**config.mk**
```make
export PLATFORM = sky130hd
export DESIGN_NAME = lowest_free_id_allocator_top
export DESIGN_NICKNAME = d
export VERILOG_FILES = /design/src/design/lfa_pkg.sv /design/src/design/lfa_ram.sv /design/src/design/lfa_ctrl.sv /design/src/design/lfa_dp.sv /design/src/design/lowest_free_id_allocator_top.sv
export VERILOG_INCLUDE_DIRS = /design/src /design/src/design
export SDC_FILE = /design/constraint.sdc
export NUM_CORES = 2
export LEC_CHECK = 0
export CAP_MARGIN = 20
export CORE_MARGIN = 3
export CORE_UTILIZATION = 36
export DETAILED_ROUTE_END_ITERATION = 8
export DONT_BUFFER_PORTS = 1
export MAX_ROUTING_LAYER = met4
export PLACE_DENSITY = 0.55
export SLEW_MARGIN = 25
export SYNTH_ARGS = -nofsm -noshare
export SYNTH_HDL_FRONTEND = slang
export SYNTH_HIERARCHICAL = 1
export SYNTH_SLANG_ARGS = --single-unit
```
**constraint.sdc**
```tcl
create_clock -name clk_i -period 12.9 [get_ports clk_i]
set_input_delay 1.935 -clock clk_i [delete_from_list [all_inputs] [get_ports clk_i]]
set_output_delay 1.935 -clock clk_i [all_outputs]
set_load 0.05 [all_outputs]
```
**src/design/lowest_free_id_allocator_top_macros.svh**
```systemverilog
// Assertion macros shared by the ID allocator RTL.
// Every macro samples on clk_i; the reset-guarded form is disabled while rst_ni is low.
`ifndef LOWEST_FREE_ID_ALLOCATOR_TOP_MACROS_SVH
`define LOWEST_FREE_ID_ALLOCATOR_TOP_MACROS_SVH

// Concurrent check that is ignored while reset is asserted.
`define LFA_ASSERT(name, prop, msg) \
  name: assert property (@(posedge clk_i) disable iff (!rst_ni) prop) else $error(msg);

// Concurrent check that also holds during reset.
`define LFA_ASSERT_ALWAYS(name, prop, msg) \
  name: assert property (@(posedge clk_i) prop) else $error(msg);

`endif

```
**src/design/lfa_pkg.sv**
```systemverilog
// Shared types, constants and bit-scan helpers for the lowest free ID allocator.
// Used by the controller, the datapath and the top level; depends on nothing.
`default_nettype none

package lfa_pkg;

  // Free marks are stored as words of this many bits.
  localparam int unsigned WORD_W = 32;
  localparam int unsigned LOG_W  = 5;
  localparam int unsigned POS1_W = LOG_W + 1;
  localparam int unsigned ID_W   = 32;
  localparam int unsigned CNT_W  = 32;

  // Result status codes.
  typedef enum logic [1:0] {
    ST_ALLOCATED = 2'd0,
    ST_RELEASED  = 2'd1,
    ST_IGNORED   = 2'd2,
    ST_FULL      = 2'd3
  } status_e;

  // How the datapath updates the mark RAM word address.
  typedef enum logic [2:0] {
    ADDR_HOLD,
    ADDR_ZERO,
    ADDR_HW,
    ADDR_SLOT,
    ADDR_TRIM,
    ADDR_NEXT,
    ADDR_PREV
  } addr_sel_e;

  // Datapath operation for the current cycle.
  typedef enum logic [3:0] {
    OP_NONE,
    OP_FULL,
    OP_IGNORE,
    OP_RELEASE,
    OP_REL_TOP,
    OP_SCAN,
    OP_TOP_ALLOC,
    OP_REL_SET,
    OP_TRIM
  } op_e;

  // Controller to datapath commands.
  typedef struct packed {
    logic      load;
    logic      emit;
    addr_sel_e addr_sel;
    op_e       op;
  } cmd_t;

  // Datapath to controller status.
  typedef struct packed {
    logic is_alloc;
    logic recyc;
    logic free_avail;
    logic hw_full;
    logic slot_ok;
    logic slot_top;
    logic hw_one;
    logic scan_hit;
    logic trim_more;
    logic out_free;
  } stat_t;

  // Mask with the lowest n bits set; n may be up to WORD_W.
  function automatic logic [WORD_W-1:0] low_mask(input logic [POS1_W-1:0] n);
    logic [WORD_W-1:0] m;
    if (n >= POS1_W'(WORD_W)) begin
      m = '1;
    end else begin
      m = (WORD_W'(1) << n) - WORD_W'(1);
    end
    return m;
  endfunction

  // Index of the lowest set bit.
  function automatic logic [LOG_W-1:0] lsb_index(input logic [WORD_W-1:0] w);
    logic [LOG_W-1:0] idx;
    idx = '0;
    for (int i = WORD_W - 1; i >= 0; i--) begin
      if (w[i]) idx = LOG_W'(i);
    end
    return idx;
  endfunction

  // Index of the highest set bit.
  function automatic logic [LOG_W-1:0] msb_index(input logic [WORD_W-1:0] w);
    logic [LOG_W-1:0] idx;
    idx = '0;
    for (int i = 0; i < WORD_W; i++) begin
      if (w[i]) idx = LOG_W'(i);
    end
    return idx;
  endfunction

endpackage

`default_nettype wire

```
**src/design/lfa_ram.sv**
```systemverilog
// Generic simple dual-port RAM: one write port, one read port with registered data.
// Stand-alone; no package dependency.
`default_nettype none

module lfa_ram #(
  parameter int unsigned WIDTH = 32,
  parameter int unsigned DEPTH = 32,
  localparam int unsigned AW = (DEPTH > 1) ? $clog2(DEPTH) : 1
) (
  input  wire logic             clk_i,
  input  wire logic             we_i,
  input  wire logic [AW-1:0]    waddr_i,
  input  wire logic [WIDTH-1:0] wdata_i,
  input  wire logic [AW-1:0]    raddr_i,
  output logic      [WIDTH-1:0] rdata_o
);

  logic [WIDTH-1:0] mem_q [DEPTH];

  // Write port.
  always_ff @(posedge clk_i) begin
    if (we_i) begin
      mem_q[waddr_i] <= wdata_i;
    end
  end

  // Registered read port.
  always_ff @(posedge clk_i) begin
    rdata_o <= mem_q[raddr_i];
  end

endmodule

`default_nettype wire

```
**src/design/lfa_ctrl.sv**
```systemverilog
// Sequencing state machine of the ID allocator.
// Depends on lfa_pkg for the command and status structs.
`default_nettype none

module lfa_ctrl (
  input  wire logic          clk_i,
  input  wire logic          rst_ni,
  input  wire logic          in_valid_i,
  output logic               in_ready_o,
  input  wire lfa_pkg::stat_t stat_i,
  output lfa_pkg::cmd_t      cmd_o
);

  import lfa_pkg::*;

  localparam logic [2:0] S_IDLE   = 3'd0;
  localparam logic [2:0] S_DECODE = 3'd1;
  localparam logic [2:0] S_SCAN   = 3'd2;
  localparam logic [2:0] S_TOP    = 3'd3;
  localparam logic [2:0] S_REL    = 3'd4;
  localparam logic [2:0] S_TRIM   = 3'd5;
  localparam logic [2:0] S_DONE   = 3'd6;

  logic [2:0] state_q, state_d;

  // Next state and command decode.
  always_comb begin
    state_d        = state_q;
    in_ready_o     = 1'b0;
    cmd_o.load     = 1'b0;
    cmd_o.emit     = 1'b0;
    cmd_o.addr_sel = ADDR_HOLD;
    cmd_o.op       = OP_NONE;
    case (state_q)
      S_IDLE: begin
        in_ready_o = 1'b1;
        if (in_valid_i) begin
          cmd_o.load = 1'b1;
          state_d    = S_DECODE;
        end
      end
      S_DECODE: begin
        if (stat_i.is_alloc) begin
          if (stat_i.free_avail) begin
            cmd_o.addr_sel = ADDR_ZERO;
            state_d        = S_SCAN;
          end else if (!stat_i.hw_full) begin
            cmd_o.addr_sel = ADDR_HW;
            state_d        = S_TOP;
          end else begin
            cmd_o.op = OP_FULL;
            state_d  = S_DONE;
          end
        end else if (!stat_i.slot_ok) begin
          cmd_o.op = OP_IGNORE;
          state_d  = S_DONE;
        end else if (!stat_i.recyc) begin
          cmd_o.op = OP_RELEASE;
          state_d  = S_DONE;
        end else if (stat_i.slot_top) begin
          // The top slot comes back: lower the mark, then walk down over free slots.
          cmd_o.op = OP_REL_TOP;
          if (stat_i.hw_one) begin
            state_d = S_DONE;
          end else begin
            cmd_o.addr_sel = ADDR_TRIM;
            state_d        = S_TRIM;
          end
        end else begin
          cmd_o.addr_sel = ADDR_SLOT;
          state_d        = S_REL;
        end
      end
      S_SCAN: begin
        cmd_o.op = OP_SCAN;
        if (stat_i.scan_hit) begin
          state_d = S_DONE;
        end else begin
          cmd_o.addr_sel = ADDR_NEXT;
        end
      end
      S_TOP: begin
        cmd_o.op = OP_TOP_ALLOC;
        state_d  = S_DONE;
      end
      S_REL: begin
        cmd_o.op = OP_REL_SET;
        state_d  = S_DONE;
      end
      S_TRIM: begin
        cmd_o.op = OP_TRIM;
        if (stat_i.trim_more) begin
          cmd_o.addr_sel = ADDR_PREV;
        end else begin
          state_d = S_DONE;
        end
      end
      S_DONE: begin
        if (stat_i.out_free) begin
          cmd_o.emit = 1'b1;
          state_d    = S_IDLE;
        end
      end
      default: begin
        state_d = S_IDLE;
      end
    endcase
  end

  // State register.
  always_ff @(posedge clk_i or negedge rst_ni) begin
    if (!rst_ni) begin
      state_q <= S_IDLE;
    end else begin
      state_q <= state_d;
    end
  end

endmodule

`default_nettype wire

```
**src/design/lfa_dp.sv**
```systemverilog
// Datapath of the ID allocator: free-mark RAM, high-water mark, counters, result register.
// Depends on lfa_pkg, lfa_ram and the assertion macro header.
`default_nettype none
`include "lowest_free_id_allocator_top_macros.svh"

module lfa_dp #(
  parameter int unsigned POOL_SIZE = 1024
) (
  input  wire logic                  clk_i,
  input  wire logic                  rst_ni,
  input  wire logic                  cfg_we_i,
  input  wire logic [31:0]           cfg_wdata_i,
  input  wire logic [39:0]           item_data_i,
  input  wire logic                  item_kind_i,
  input  wire logic                  res_ready_i,
  output logic                       res_valid_o,
  output logic      [63:0]           res_data_o,
  output logic      [1:0]            res_status_o,
  input  wire lfa_pkg::cmd_t         cmd_i,
  output lfa_pkg::stat_t             stat_o
);

  import lfa_pkg::*;

  localparam int unsigned HW_W  = $clog2(POOL_SIZE + 1);
  localparam int unsigned WORDS = (POOL_SIZE + WORD_W - 1) / WORD_W;
  localparam int unsigned AW    = (WORDS > 1) ? $clog2(WORDS) : 1;
  localparam int unsigned SW    = HW_W + LOG_W + 1;

  // Item and configuration registers.
  logic [ID_W-1:0]   offset_q;
  logic              kind_q;
  logic              recyc_q;
  logic [ID_W-1:0]   slot_q;

  // Allocation state.
  logic [HW_W-1:0]   hw_q, hw_d;
  logic [HW_W-1:0]   free_q, free_d;
  logic [CNT_W-1:0]  alloc_q, alloc_d;
  logic [AW-1:0]     addr_q, addr_d;

  // Pending result and output register.
  logic [ID_W-1:0]   res_id_q, res_id_d;
  status_e           res_st_q, res_st_d;
  logic              out_valid_q;
  logic [ID_W-1:0]   out_id_q;
  status_e           out_st_q;
  logic [CNT_W-1:0]  out_cnt_q;
  logic              out_free;

  // RAM port signals.
  logic              ram_we;
  logic [WORD_W-1:0] ram_wdata;
  logic [WORD_W-1:0] ram_rdata;

  // Scan and trim helpers.
  logic [SW-1:0]     hw_ext;
  logic [SW-1:0]     base_ext;
  logic [SW-1:0]     lim;
  logic [POS1_W-1:0] lim_cl;
  logic [WORD_W-1:0] scan_bits;
  logic              scan_hit;
  logic [LOG_W-1:0]  scan_pos;
  logic [SW-1:0]     scan_slot;
  logic [LOG_W-1:0]  top_pos;
  logic [POS1_W-1:0] hb;
  logic [WORD_W-1:0] trim_inv;
  logic              trim_hit;
  logic [LOG_W-1:0]  trim_j;
  logic [HW_W-1:0]   trim_hw;
  logic [POS1_W-1:0] removed;
  logic [LOG_W-1:0]  rel_pos;
  logic [LOG_W-1:0]  hw_pos;
  logic [CNT_W-1:0]  alloc_inc;

  // Free-mark storage, one bit per pool slot.
  lfa_ram #(
    .WIDTH (WORD_W),
    .DEPTH (WORDS)
  ) u_marks (
    .clk_i   (clk_i),
    .we_i    (ram_we),
    .waddr_i (addr_q),
    .wdata_i (ram_wdata),
    .raddr_i (addr_d),
    .rdata_o (ram_rdata)
  );

  // Scan of one word for the lowest free slot below the high-water mark.
  always_comb begin
    hw_ext    = SW'(hw_q);
    base_ext  = SW'(addr_q) << LOG_W;
    lim       = hw_ext - base_ext;
    lim_cl    = (lim >= SW'(WORD_W)) ? POS1_W'(WORD_W) : POS1_W'(lim);
    scan_bits = ram_rdata & low_mask(lim_cl);
    scan_hit  = |scan_bits;
    scan_pos  = lsb_index(scan_bits);
    scan_slot = base_ext + SW'(scan_pos);
  end

  // Trim step: find the highest allocated slot below the current top in this word.
  always_comb begin
    top_pos  = LOG_W'(hw_q - HW_W'(1));
    hb       = {1'b0, top_pos} + POS1_W'(1);
    trim_inv = ~ram_rdata & low_mask(hb);
    trim_hit = |trim_inv;
    trim_j   = msb_index(trim_inv);
    if (trim_hit) begin
      trim_hw = HW_W'(base_ext + SW'(trim_j) + SW'(1));
      removed = hb - POS1_W'(1) - {1'b0, trim_j};
    end else begin
      trim_hw = HW_W'(base_ext);
      removed = hb;
    end
  end

  assign rel_pos   = LOG_W'(slot_q);
  assign hw_pos    = LOG_W'(hw_q);
  assign alloc_inc = (alloc_q == '1) ? alloc_q : alloc_q + CNT_W'(1);
  assign out_free  = !out_valid_q || res_ready_i;

  // Word address of the mark RAM.
  always_comb begin
    case (cmd_i.addr_sel)
      ADDR_HOLD: addr_d = addr_q;
      ADDR_ZERO: addr_d = '0;
      ADDR_HW:   addr_d = AW'(hw_q >> LOG_W);
      ADDR_SLOT: addr_d = AW'(slot_q >> LOG_W);
      ADDR_TRIM: addr_d = AW'((hw_q - HW_W'(2)) >> LOG_W);
      ADDR_NEXT: addr_d = addr_q + AW'(1);
      ADDR_PREV: addr_d = addr_q - AW'(1);
      default:   addr_d = addr_q;
    endcase
  end

  // State updates and RAM writes for each operation.
  always_comb begin
    hw_d      = hw_q;
    free_d    = free_q;
    alloc_d   = alloc_q;
    res_id_d  = res_id_q;
    res_st_d  = res_st_q;
    ram_we    = 1'b0;
    ram_wdata = ram_rdata;
    case (cmd_i.op)
      OP_FULL: begin
        res_id_d = '0;
        res_st_d = ST_FULL;
      end
      OP_IGNORE: begin
        res_id_d = '0;
        res_st_d = ST_IGNORED;
      end
      OP_RELEASE: begin
        res_id_d = '0;
        res_st_d = ST_RELEASED;
      end
      OP_REL_TOP: begin
        hw_d     = hw_q - HW_W'(1);
        res_id_d = '0;
        res_st_d = ST_RELEASED;
      end
      OP_SCAN: begin
        if (scan_hit) begin
          ram_we    = 1'b1;
          ram_wdata = ram_rdata & ~(WORD_W'(1) << scan_pos);
          free_d    = free_q - HW_W'(1);
          alloc_d   = alloc_inc;
          res_id_d  = offset_q + ID_W'(1) + ID_W'(scan_slot);
          res_st_d  = ST_ALLOCATED;
        end
      end
      OP_TOP_ALLOC: begin
        // A fresh slot enters the pool; its mark may hold stale data, so clear it.
        ram_we    = 1'b1;
        ram_wdata = ram_rdata & ~(WORD_W'(1) << hw_pos);
        hw_d      = hw_q + HW_W'(1);
        alloc_d   = alloc_inc;
        res_id_d  = offset_q + ID_W'(1) + ID_W'(hw_q);
        res_st_d  = ST_ALLOCATED;
      end
      OP_REL_SET: begin
        if (!ram_rdata[rel_pos]) begin
          ram_we    = 1'b1;
          ram_wdata = ram_rdata | (WORD_W'(1) << rel_pos);
          free_d    = free_q + HW_W'(1);
        end
        res_id_d = '0;
        res_st_d = ST_RELEASED;
      end
      OP_TRIM: begin
        hw_d   = trim_hw;
        free_d = free_q - HW_W'(removed);
      end
      default: begin
      end
    endcase
  end

  // Status toward the controller.
  always_comb begin
    stat_o.is_alloc   = !kind_q;
    stat_o.recyc      = recyc_q;
    stat_o.free_avail = (free_q != '0);
    stat_o.hw_full    = (hw_q == HW_W'(POOL_SIZE));
    stat_o.slot_ok    = (slot_q < ID_W'(hw_q));
    stat_o.slot_top   = (slot_q == ID_W'(hw_q) - ID_W'(1));
    stat_o.hw_one     = (hw_q == HW_W'(1));
    stat_o.scan_hit   = scan_hit;
    stat_o.trim_more  = !trim_hit && (addr_q != '0);
    stat_o.out_free   = out_free;
  end

  // Control state registers.
  always_ff @(posedge clk_i or negedge rst_ni) begin
    if (!rst_ni) begin
      offset_q    <= '0;
      hw_q        <= '0;
      free_q      <= '0;
      alloc_q     <= '0;
      out_valid_q <= 1'b0;
    end else begin
      if (cfg_we_i) begin
        offset_q <= cfg_wdata_i;
      end
      hw_q    <= hw_d;
      free_q  <= free_d;
      alloc_q <= alloc_d;
      if (cmd_i.emit) begin
        out_valid_q <= 1'b1;
      end else if (res_ready_i) begin
        out_valid_q <= 1'b0;
      end
    end
  end

  // Payload registers.
  always_ff @(posedge clk_i) begin
    addr_q   <= addr_d;
    res_id_q <= res_id_d;
    res_st_q <= res_st_d;
    if (cmd_i.load) begin
      kind_q  <= item_kind_i;
      recyc_q <= item_data_i[32];
      slot_q  <= item_data_i[31:0] - offset_q - ID_W'(1);
    end
    if (cmd_i.emit) begin
      out_id_q  <= res_id_q;
      out_st_q  <= res_st_q;
      out_cnt_q <= alloc_q;
    end
  end

  assign res_valid_o  = out_valid_q;
  assign res_data_o   = {out_cnt_q, out_id_q};
  assign res_status_o = out_st_q;

  // Checks on the allocation bookkeeping.
  `LFA_ASSERT(a_free_le_hw, free_q <= hw_q, "free count exceeds the high-water mark")
  `LFA_ASSERT(a_hw_in_pool, hw_q <= HW_W'(POOL_SIZE), "high-water mark beyond the pool")
  `LFA_ASSERT(a_scan_in_range, (cmd_i.op == OP_SCAN) |-> (base_ext < hw_ext), "scan passed the top")
  `LFA_ASSERT(a_alloc_mono, 1'b1 |=> (alloc_q >= $past(alloc_q)), "allocation count went down")
  `LFA_ASSERT(a_emit_free, cmd_i.emit |-> out_free, "result overwrote a pending beat")

endmodule

`default_nettype wire

```
**src/design/lowest_free_id_allocator_top.sv**
```systemverilog
// Top level of the lowest free ID allocator: stream ports, controller and datapath.
// Depends on lfa_pkg, lfa_ctrl and lfa_dp.
//
//   Channel   Direction  Beat contents
//   s_axis    in         tuser: kind; tdata: release_id[31:0], recyclable[32]
//   m_axis    out        tuser: status; tdata: granted_id[31:0], total_allocations[63:32]
//   cfg       in         cfg_wdata_i: id_offset, written when cfg_we_i is high
//
// One item at a time. Allocation of a fresh top ID, and a release that is not at the top,
// pass through S_DECODE, S_TOP or S_REL, and S_DONE; full pool, ignored and non-recyclable
// releases go from S_DECODE to S_DONE. Allocation from the free set scans the 32-bit mark
// words, and a release of the top ID walks the words down while trimming; the single read
// port of the mark RAM sets both walks. Reset needs no clearing pass: the high-water mark
// bounds the valid marks. A stalled output holds its beat while the next item is taken.
`default_nettype none

module lowest_free_id_allocator_top #(
  parameter int unsigned POOL_SIZE = 1024
) (
  input  wire logic        clk_i,
  input  wire logic        rst_ni,
  // Configuration: id_offset.
  input  wire logic        cfg_we_i,
  input  wire logic [31:0] cfg_wdata_i,
  // Request stream.
  input  wire logic        s_axis_tvalid,
  output logic             s_axis_tready,
  input  wire logic [39:0] s_axis_tdata,   // [31:0] release_id, [32] recyclable, rest zero
  input  wire logic        s_axis_tuser,   // [0] kind
  // Result stream.
  output logic             m_axis_tvalid,
  input  wire logic        m_axis_tready,
  output logic      [63:0] m_axis_tdata,   // [31:0] granted_id, [63:32] total_allocations
  output logic      [1:0]  m_axis_tuser    // [1:0] status
);

  lfa_pkg::cmd_t  cmd;
  lfa_pkg::stat_t stat;

  // Sequencer.
  lfa_ctrl u_ctrl (
    .clk_i      (clk_i),
    .rst_ni     (rst_ni),
    .in_valid_i (s_axis_tvalid),
    .in_ready_o (s_axis_tready),
    .stat_i     (stat),
    .cmd_o      (cmd)
  );

  // Mark storage, counters and result register.
  lfa_dp #(
    .POOL_SIZE (POOL_SIZE)
  ) u_dp (
    .clk_i        (clk_i),
    .rst_ni       (rst_ni),
    .cfg_we_i     (cfg_we_i),
    .cfg_wdata_i  (cfg_wdata_i),
    .item_data_i  (s_axis_tdata),
    .item_kind_i  (s_axis_tuser),
    .res_ready_i  (m_axis_tready),
    .res_valid_o  (m_axis_tvalid),
    .res_data_o   (m_axis_tdata),
    .res_status_o (m_axis_tuser),
    .cmd_i        (cmd),
    .stat_o       (stat)
  );

endmodule

`default_nettype wire
```
# Word level (Yosys, flattened, before mapping)
# Memories as Yosys holds them, arrays and structs flattened. A register that Yosys moved wholly into a read port is not among the register bits.
# Index checks and enable logic that the tools add are counted.
# classes
bitwise_logic	8
n_mux	125
n_reduce_logical	23
n_eq_ne	30
add_sub_neg	24
n_lt_le_gt_ge	5
n_shift	5
# ops
cell	n
5-bit two-way mux	48
32-bit two-way mux	7
32-bit one-hot mux with 3 select lines	2
32-bit bitwise AND	4
32-bit NOT	3
1-bit by 5-bit << shifter with 32-bit output (first input constant)	3
11-bit one-hot mux with 3 select lines	2
32-bit by 1-bit adder with 32-bit output (second input constant)	2
32-bit one-hot mux with 2 select lines	1
32-bit OR reduction	2
1-bit by 6-bit << shifter with 32-bit output (first input constant)	2
32-bit by 2-bit subtractor with 32-bit output (second input constant)	2
3-bit two-way mux	21
4-bit two-way mux	11
11-bit by 1-bit adder with 11-bit output (second input constant)	3
11-bit two-way mux	3
32-bit by 11-bit adder with 32-bit output	1
32-bit by 17-bit adder with 32-bit output	1
32-bit equality test	1
32-bit equality test (second input constant)	1
32-bit by 11-bit < comparator with 1-bit output	1
32-bit OR	1
32-bit by 1-bit subtractor with 32-bit output (second input constant)	1
32-bit subtractor	1
50 further kinds	96
# totals
input_bits	78
ff_bits	229
word_cells	236
ram_bits	1024
mem_count	1
# mem_list
memory	depth	word_bits	rd	rd_ports_with_merged_regs	write_ports	line_no	source
u_dp.u_marks.mem_q	32	32	1	1	1	lfa_ram.sv:18	logic [WIDTH-1:0] mem_q [DEPTH];

# Depth between registers and ports, before layout
# logic_depth
word_depth	44
mapped_depth	43
ltp_nobuf	40

# Hierarchy
# Netlist, hierarchy kept.
# modules_own_cells
mod	cells_each	instances	seq_area_each_um2	area_each_um2
lfa_ram	2260	1	31390.1	40492.6
lfa_dp	2168	1	6301.0	18810.5
lfa_ctrl	66	1	75.1	535.5

# Worst setup path after synthesis
# OpenSTA, ideal clock, no wires.
# synth_path
path_type	register to register
start	register u_dp.hw_q[1]
end	register u_dp.u_marks.rdata_o[10] (read register of u_dp.u_marks.mem_q)
t_required_ns	12.776
path_stages_with_launch	43
arrival_ns	8.803
path_slack_ns	3.972
cell_sequence	dfrtp_1 -> clkbuf_1 -> inv_1 -> ha_1 -> ha_1 -> nor2_1 -> xnor2_1 -> nor3_1 -> clkbuf_1 -> a211oi_1 -> nand2_1 -> ha_1 -> clkbuf_1 -> inv_1 -> nor2_1 -> o21ai_0 -> a32oi_1 -> and2_1 -> [7 not listed] -> nand2_1 -> clkbuf_1 -> clkbuf_1 -> nand2_1 -> nor2_1 -> ha_1 -> a21o_1 -> a21oi_1 -> xor2_1 -> o221ai_1 -> a21oi_1 -> o22a_1 -> or2_2 -> clkbuf_1 -> clkbuf_1 -> nor3_1 -> a31oi_1 -> nand3_1
# synth_rtl
element	line_no	source
start: declaration	lfa_dp.sv:37	logic [HW_W-1:0] hw_q, hw_d;
start signal: assignment	lfa_dp.sv:226	hw_q <= hw_d;
end: declaration	lfa_ram.sv:15	output logic [WIDTH-1:0] rdata_o

==> impl_results.md <==
* Syn Nets at 4686
* Largest net degree at the start of global routing at 91
* DRT Wirelength at 176000 um
* WP buf/inv at 7
* Power Dens Cells at 274 nW/um^2
* RSZ-0062 raised after global routing: no
* Final worst path period need at 10.84 ns
* DR DRC count at 0
* Clock-pin slew on the worst setup and hold paths at 0.06 ns
* Crit end category: flip-flop
* Cts hold-fix bufs at 0
* Leakage at 23.1 nW
* Post-synthesis sequential area ratio at 63.1%
* Post-synth top flop: edfxtp_1
* Clock sink count at 1285
* Reg-to-reg critical path startpoint: u_dp/hw_q[0]
* H-tree depth at 4
* # resized after CTS at 0
* HP Class: reg -> reg
* Sequential cell area at 37800 sq um
* Die width at 414 um
* Crit. Startpoint: u_dp/hw_q[0]
* Commonest non-fill, non-tap cells in the layout: edfxtp_1 (1158), mux2i_1 (521), nand2_1 (291), a21oi_1 (248), nand3_1 (165)
* Critical Path Slowest Stage Cell: a211oi_1
* Post-CTS setup buffers at 0
* Multi-input gate area at 20900 sq um
* Cell family with the largest share of critical-path delay: compound AO/OA/AOI/OAI gates
* Post-Synthesis Cells at 4494
* Synth cell types at 103
* Layout cell share with drive strength beyond 1 at 10.6%
* Setup TNS Final at 0 ns
* GRT Residual Overflow at 0
* Initial antenna violation count at 8
* Root buf cell: clkbuf_16
* Final GP Congestion at 0.943
* Status: finished, final reports clean
* Placeable Area at 164000 sq um
* Port Buf Inserts at 0
* First-pass GRT wire length at 255000 um
* Crit path largest cell delay at 0.81 ns
* Clock Skews at 0.0501 ns
* Clk_lat worst skew at 0.78 ns
* Setup-failing EPs final at 0
* Final net count at 4736
* DRT antenna net count at 0
* Final slew viol count at 0
* CTS Buffer Depth at 3
* Initial Utilization at 36.5%
* #FFs+latches synth at 1285
* Synthesis-to-finish area growth at 13.0%
* Die ar. at 171000 sq um
* Commonest non-fill, non-tap cell in the layout: edfxtp_1
* Worst slew margin at 30.4%
* Cell Area, Synth at 59800 sq um
* Crit path kind: reg -> reg
* First drt pass iteration count at 7
* Worst vdd ir at 0.000178 V
* Slew @ Worst Pin at 1.03 ns
* Fin crit share at 84.0%
* Endpoints failing hold at 0
* Routed wire length per instance at 25.7 um
* Async S/R FF share, synth at 7.00%
* IO Count at 146
* Max-cap viol count at 0
* 1st-iter DRT viols at 4241
* Die H at 414 um
* CTS buffer count at 138
* Final HPWL DP at 106000 um
* Mean Syn Cell Area at 13.3 sq um
* Critical path peak fanout at 35
* Syn. warnings at 6
* CTS tree: yes
* Global Route Usage Sum at 20.7%
* Worst hold path startpoint: u_dp/res_id_q[18]
* Post-route cell area at 67600 sq um
* Post-synth EDFFs at 1158
* Fmax at 92.2 MHz
* Arr. time, crit path at 11.47 ns
* Num rows at 148
* Vias per cell at 5.69
* Crit path launch type: flip-flop
* Vias after detailed routing at 38934
* Worst EP required at 13.53 ns
* Vias in the first global route at 37526
* Fill count at 15076
* Cell area after placement at 63000 sq um
[synth_stat cells (13+ instances only)]
library cell / number / area [sq um]
nor3_1: 101 / 505
buf_6: 22 / 248
inv_1: 108 / 405
nor4_1: 28 / 175
dfxtp_1: 37 / 741
edfxtp_1: 1158 / 34800
buf_4: 37 / 278
a21o_1: 40 / 300
nor2b_1: 29 / 181
ha_1: 107 / 1340
o22ai_1: 40 / 250
mux2i_1: 521 / 5220
nand4_1: 35 / 219
a21oi_1: 252 / 1260
a211oi_1: 16 / 120
buf_2: 37 / 185
nand3_1: 166 / 831
nand2b_1: 35 / 219
o21ai_0: 167 / 836
mux2_2: 13 / 146
clkbuf_1: 125 / 469
and3_1: 25 / 156
a22oi_1: 107 / 803
xor2_1: 35 / 307
a41oi_1: 16 / 140
a22o_1: 71 / 622
or2_2: 14 / 87.6
a31oi_1: 68 / 425
nand2_1: 295 / 1110
nand3b_1: 15 / 113
nor2_1: 184 / 691
dfrtp_1: 90 / 2250
and2_1: 25 / 156
xnor2_1: 137 / 1200
o31ai_1: 32 / 240
o211ai_1: 27 / 203
o21a_1: 26 / 195
[path summary, 6_finish.rpt]
kind / end / depth (start not counted) / slack (ns)
max reg2reg: u_dp/u_marks/rdata_o[21] / 40 / 2.06
max in group asynchronous: u_dp/offset_q[25] / 0 / 11.82
min in group asynchronous: u_dp/alloc_q[14] / 0 / 0.85
max: u_dp/u_marks/rdata_o[21] / 40 / 2.06
min reg2reg: u_dp/out_id_q[18] / 0 / 0.42
min: u_dp/out_id_q[18] / 0 / 0.42
[layer usage]
metal  GRT usage, %  part of all wire, %
met5              -                    0
met1           27.9                   44
met2           32.3                   47
met4           6.01                  2.6
met3           3.46                  6.7
[state kept, by name, indices dropped and copies added (netlist names), 3 cells and up]
name	cells
u_dp/offset_q	32
u_dp/out_id_q	32
u_dp/slot_q	32
u_dp/u_marks/mem_q	1024
u_dp/res_id_q	32
u_dp/u_marks/rdata_o	32
u_dp/addr_q	5
u_dp/alloc_q	32
u_ctrl/state_q	3
u_dp/out_cnt_q	32
u_dp/free_q	11
u_dp/hw_q	11
[per-stage QoR]
stage	utilization, %	hold slack [ns]	setup WS (ns)	std cells	power [mW]
after global placement	38.4	0.402	2.42	6578	14.5
final	41.3	0.417	2.06	6844	18.5
after floorplan	-	0.400	3.97	4494	11.9
after detailed placement	38.5	0.405	2.36	6578	14.5
after CTS	41.2	0.418	2.33	6836	18.5
after global routing	41.3	0.432	1.35	6844	19.5
[cell type report]
cell class | instances | area share, %
well taps | 2175 | 4.02
repair buffers | 143 | 1.91
inverters | 109 | 0.605
clock inverters | 56 | 1.01
diodes | 7 | 0.0259
clock buffers | 202 | 5.73
flip-flops and latches | 1285 | 55.8
multi-input cells | 2867 | 30.9
[where the power goes]
part | internal, mW | switching (mW) | total, mW
combinational | 2.77 | 5.38 | 8.15
clock | 2.26 | 1.67 | 3.93
sequential | 5.84 | 0.591 | 6.43
total | 10.9 | 7.64 | 18.5
[kinds of logic (layout without fill, tap and decap cells)]
| family | Yosys count | after routing | synth area share (%) |
|---|---|---|---|
| AO/OA/AOI/OAI | 1012 | 1012 | 11.4 |
| XOR/XNOR | 172 | 172 | 2.52 |
| adder cells (fa/ha/maj) | 115 | 115 | 2.49 |
| buffers and inverters | 342 | 510 | 2.75 |
| flip-flops | 1285 | 1285 | 63.1 |
| multiplexers | 542 | 542 | 9.26 |
| other | 0 | 7 | 0 |
| AND/OR/NAND/NOR | 1026 | 1026 | 8.48 |
Note: power is estimated with default switching activity, not from simulation.
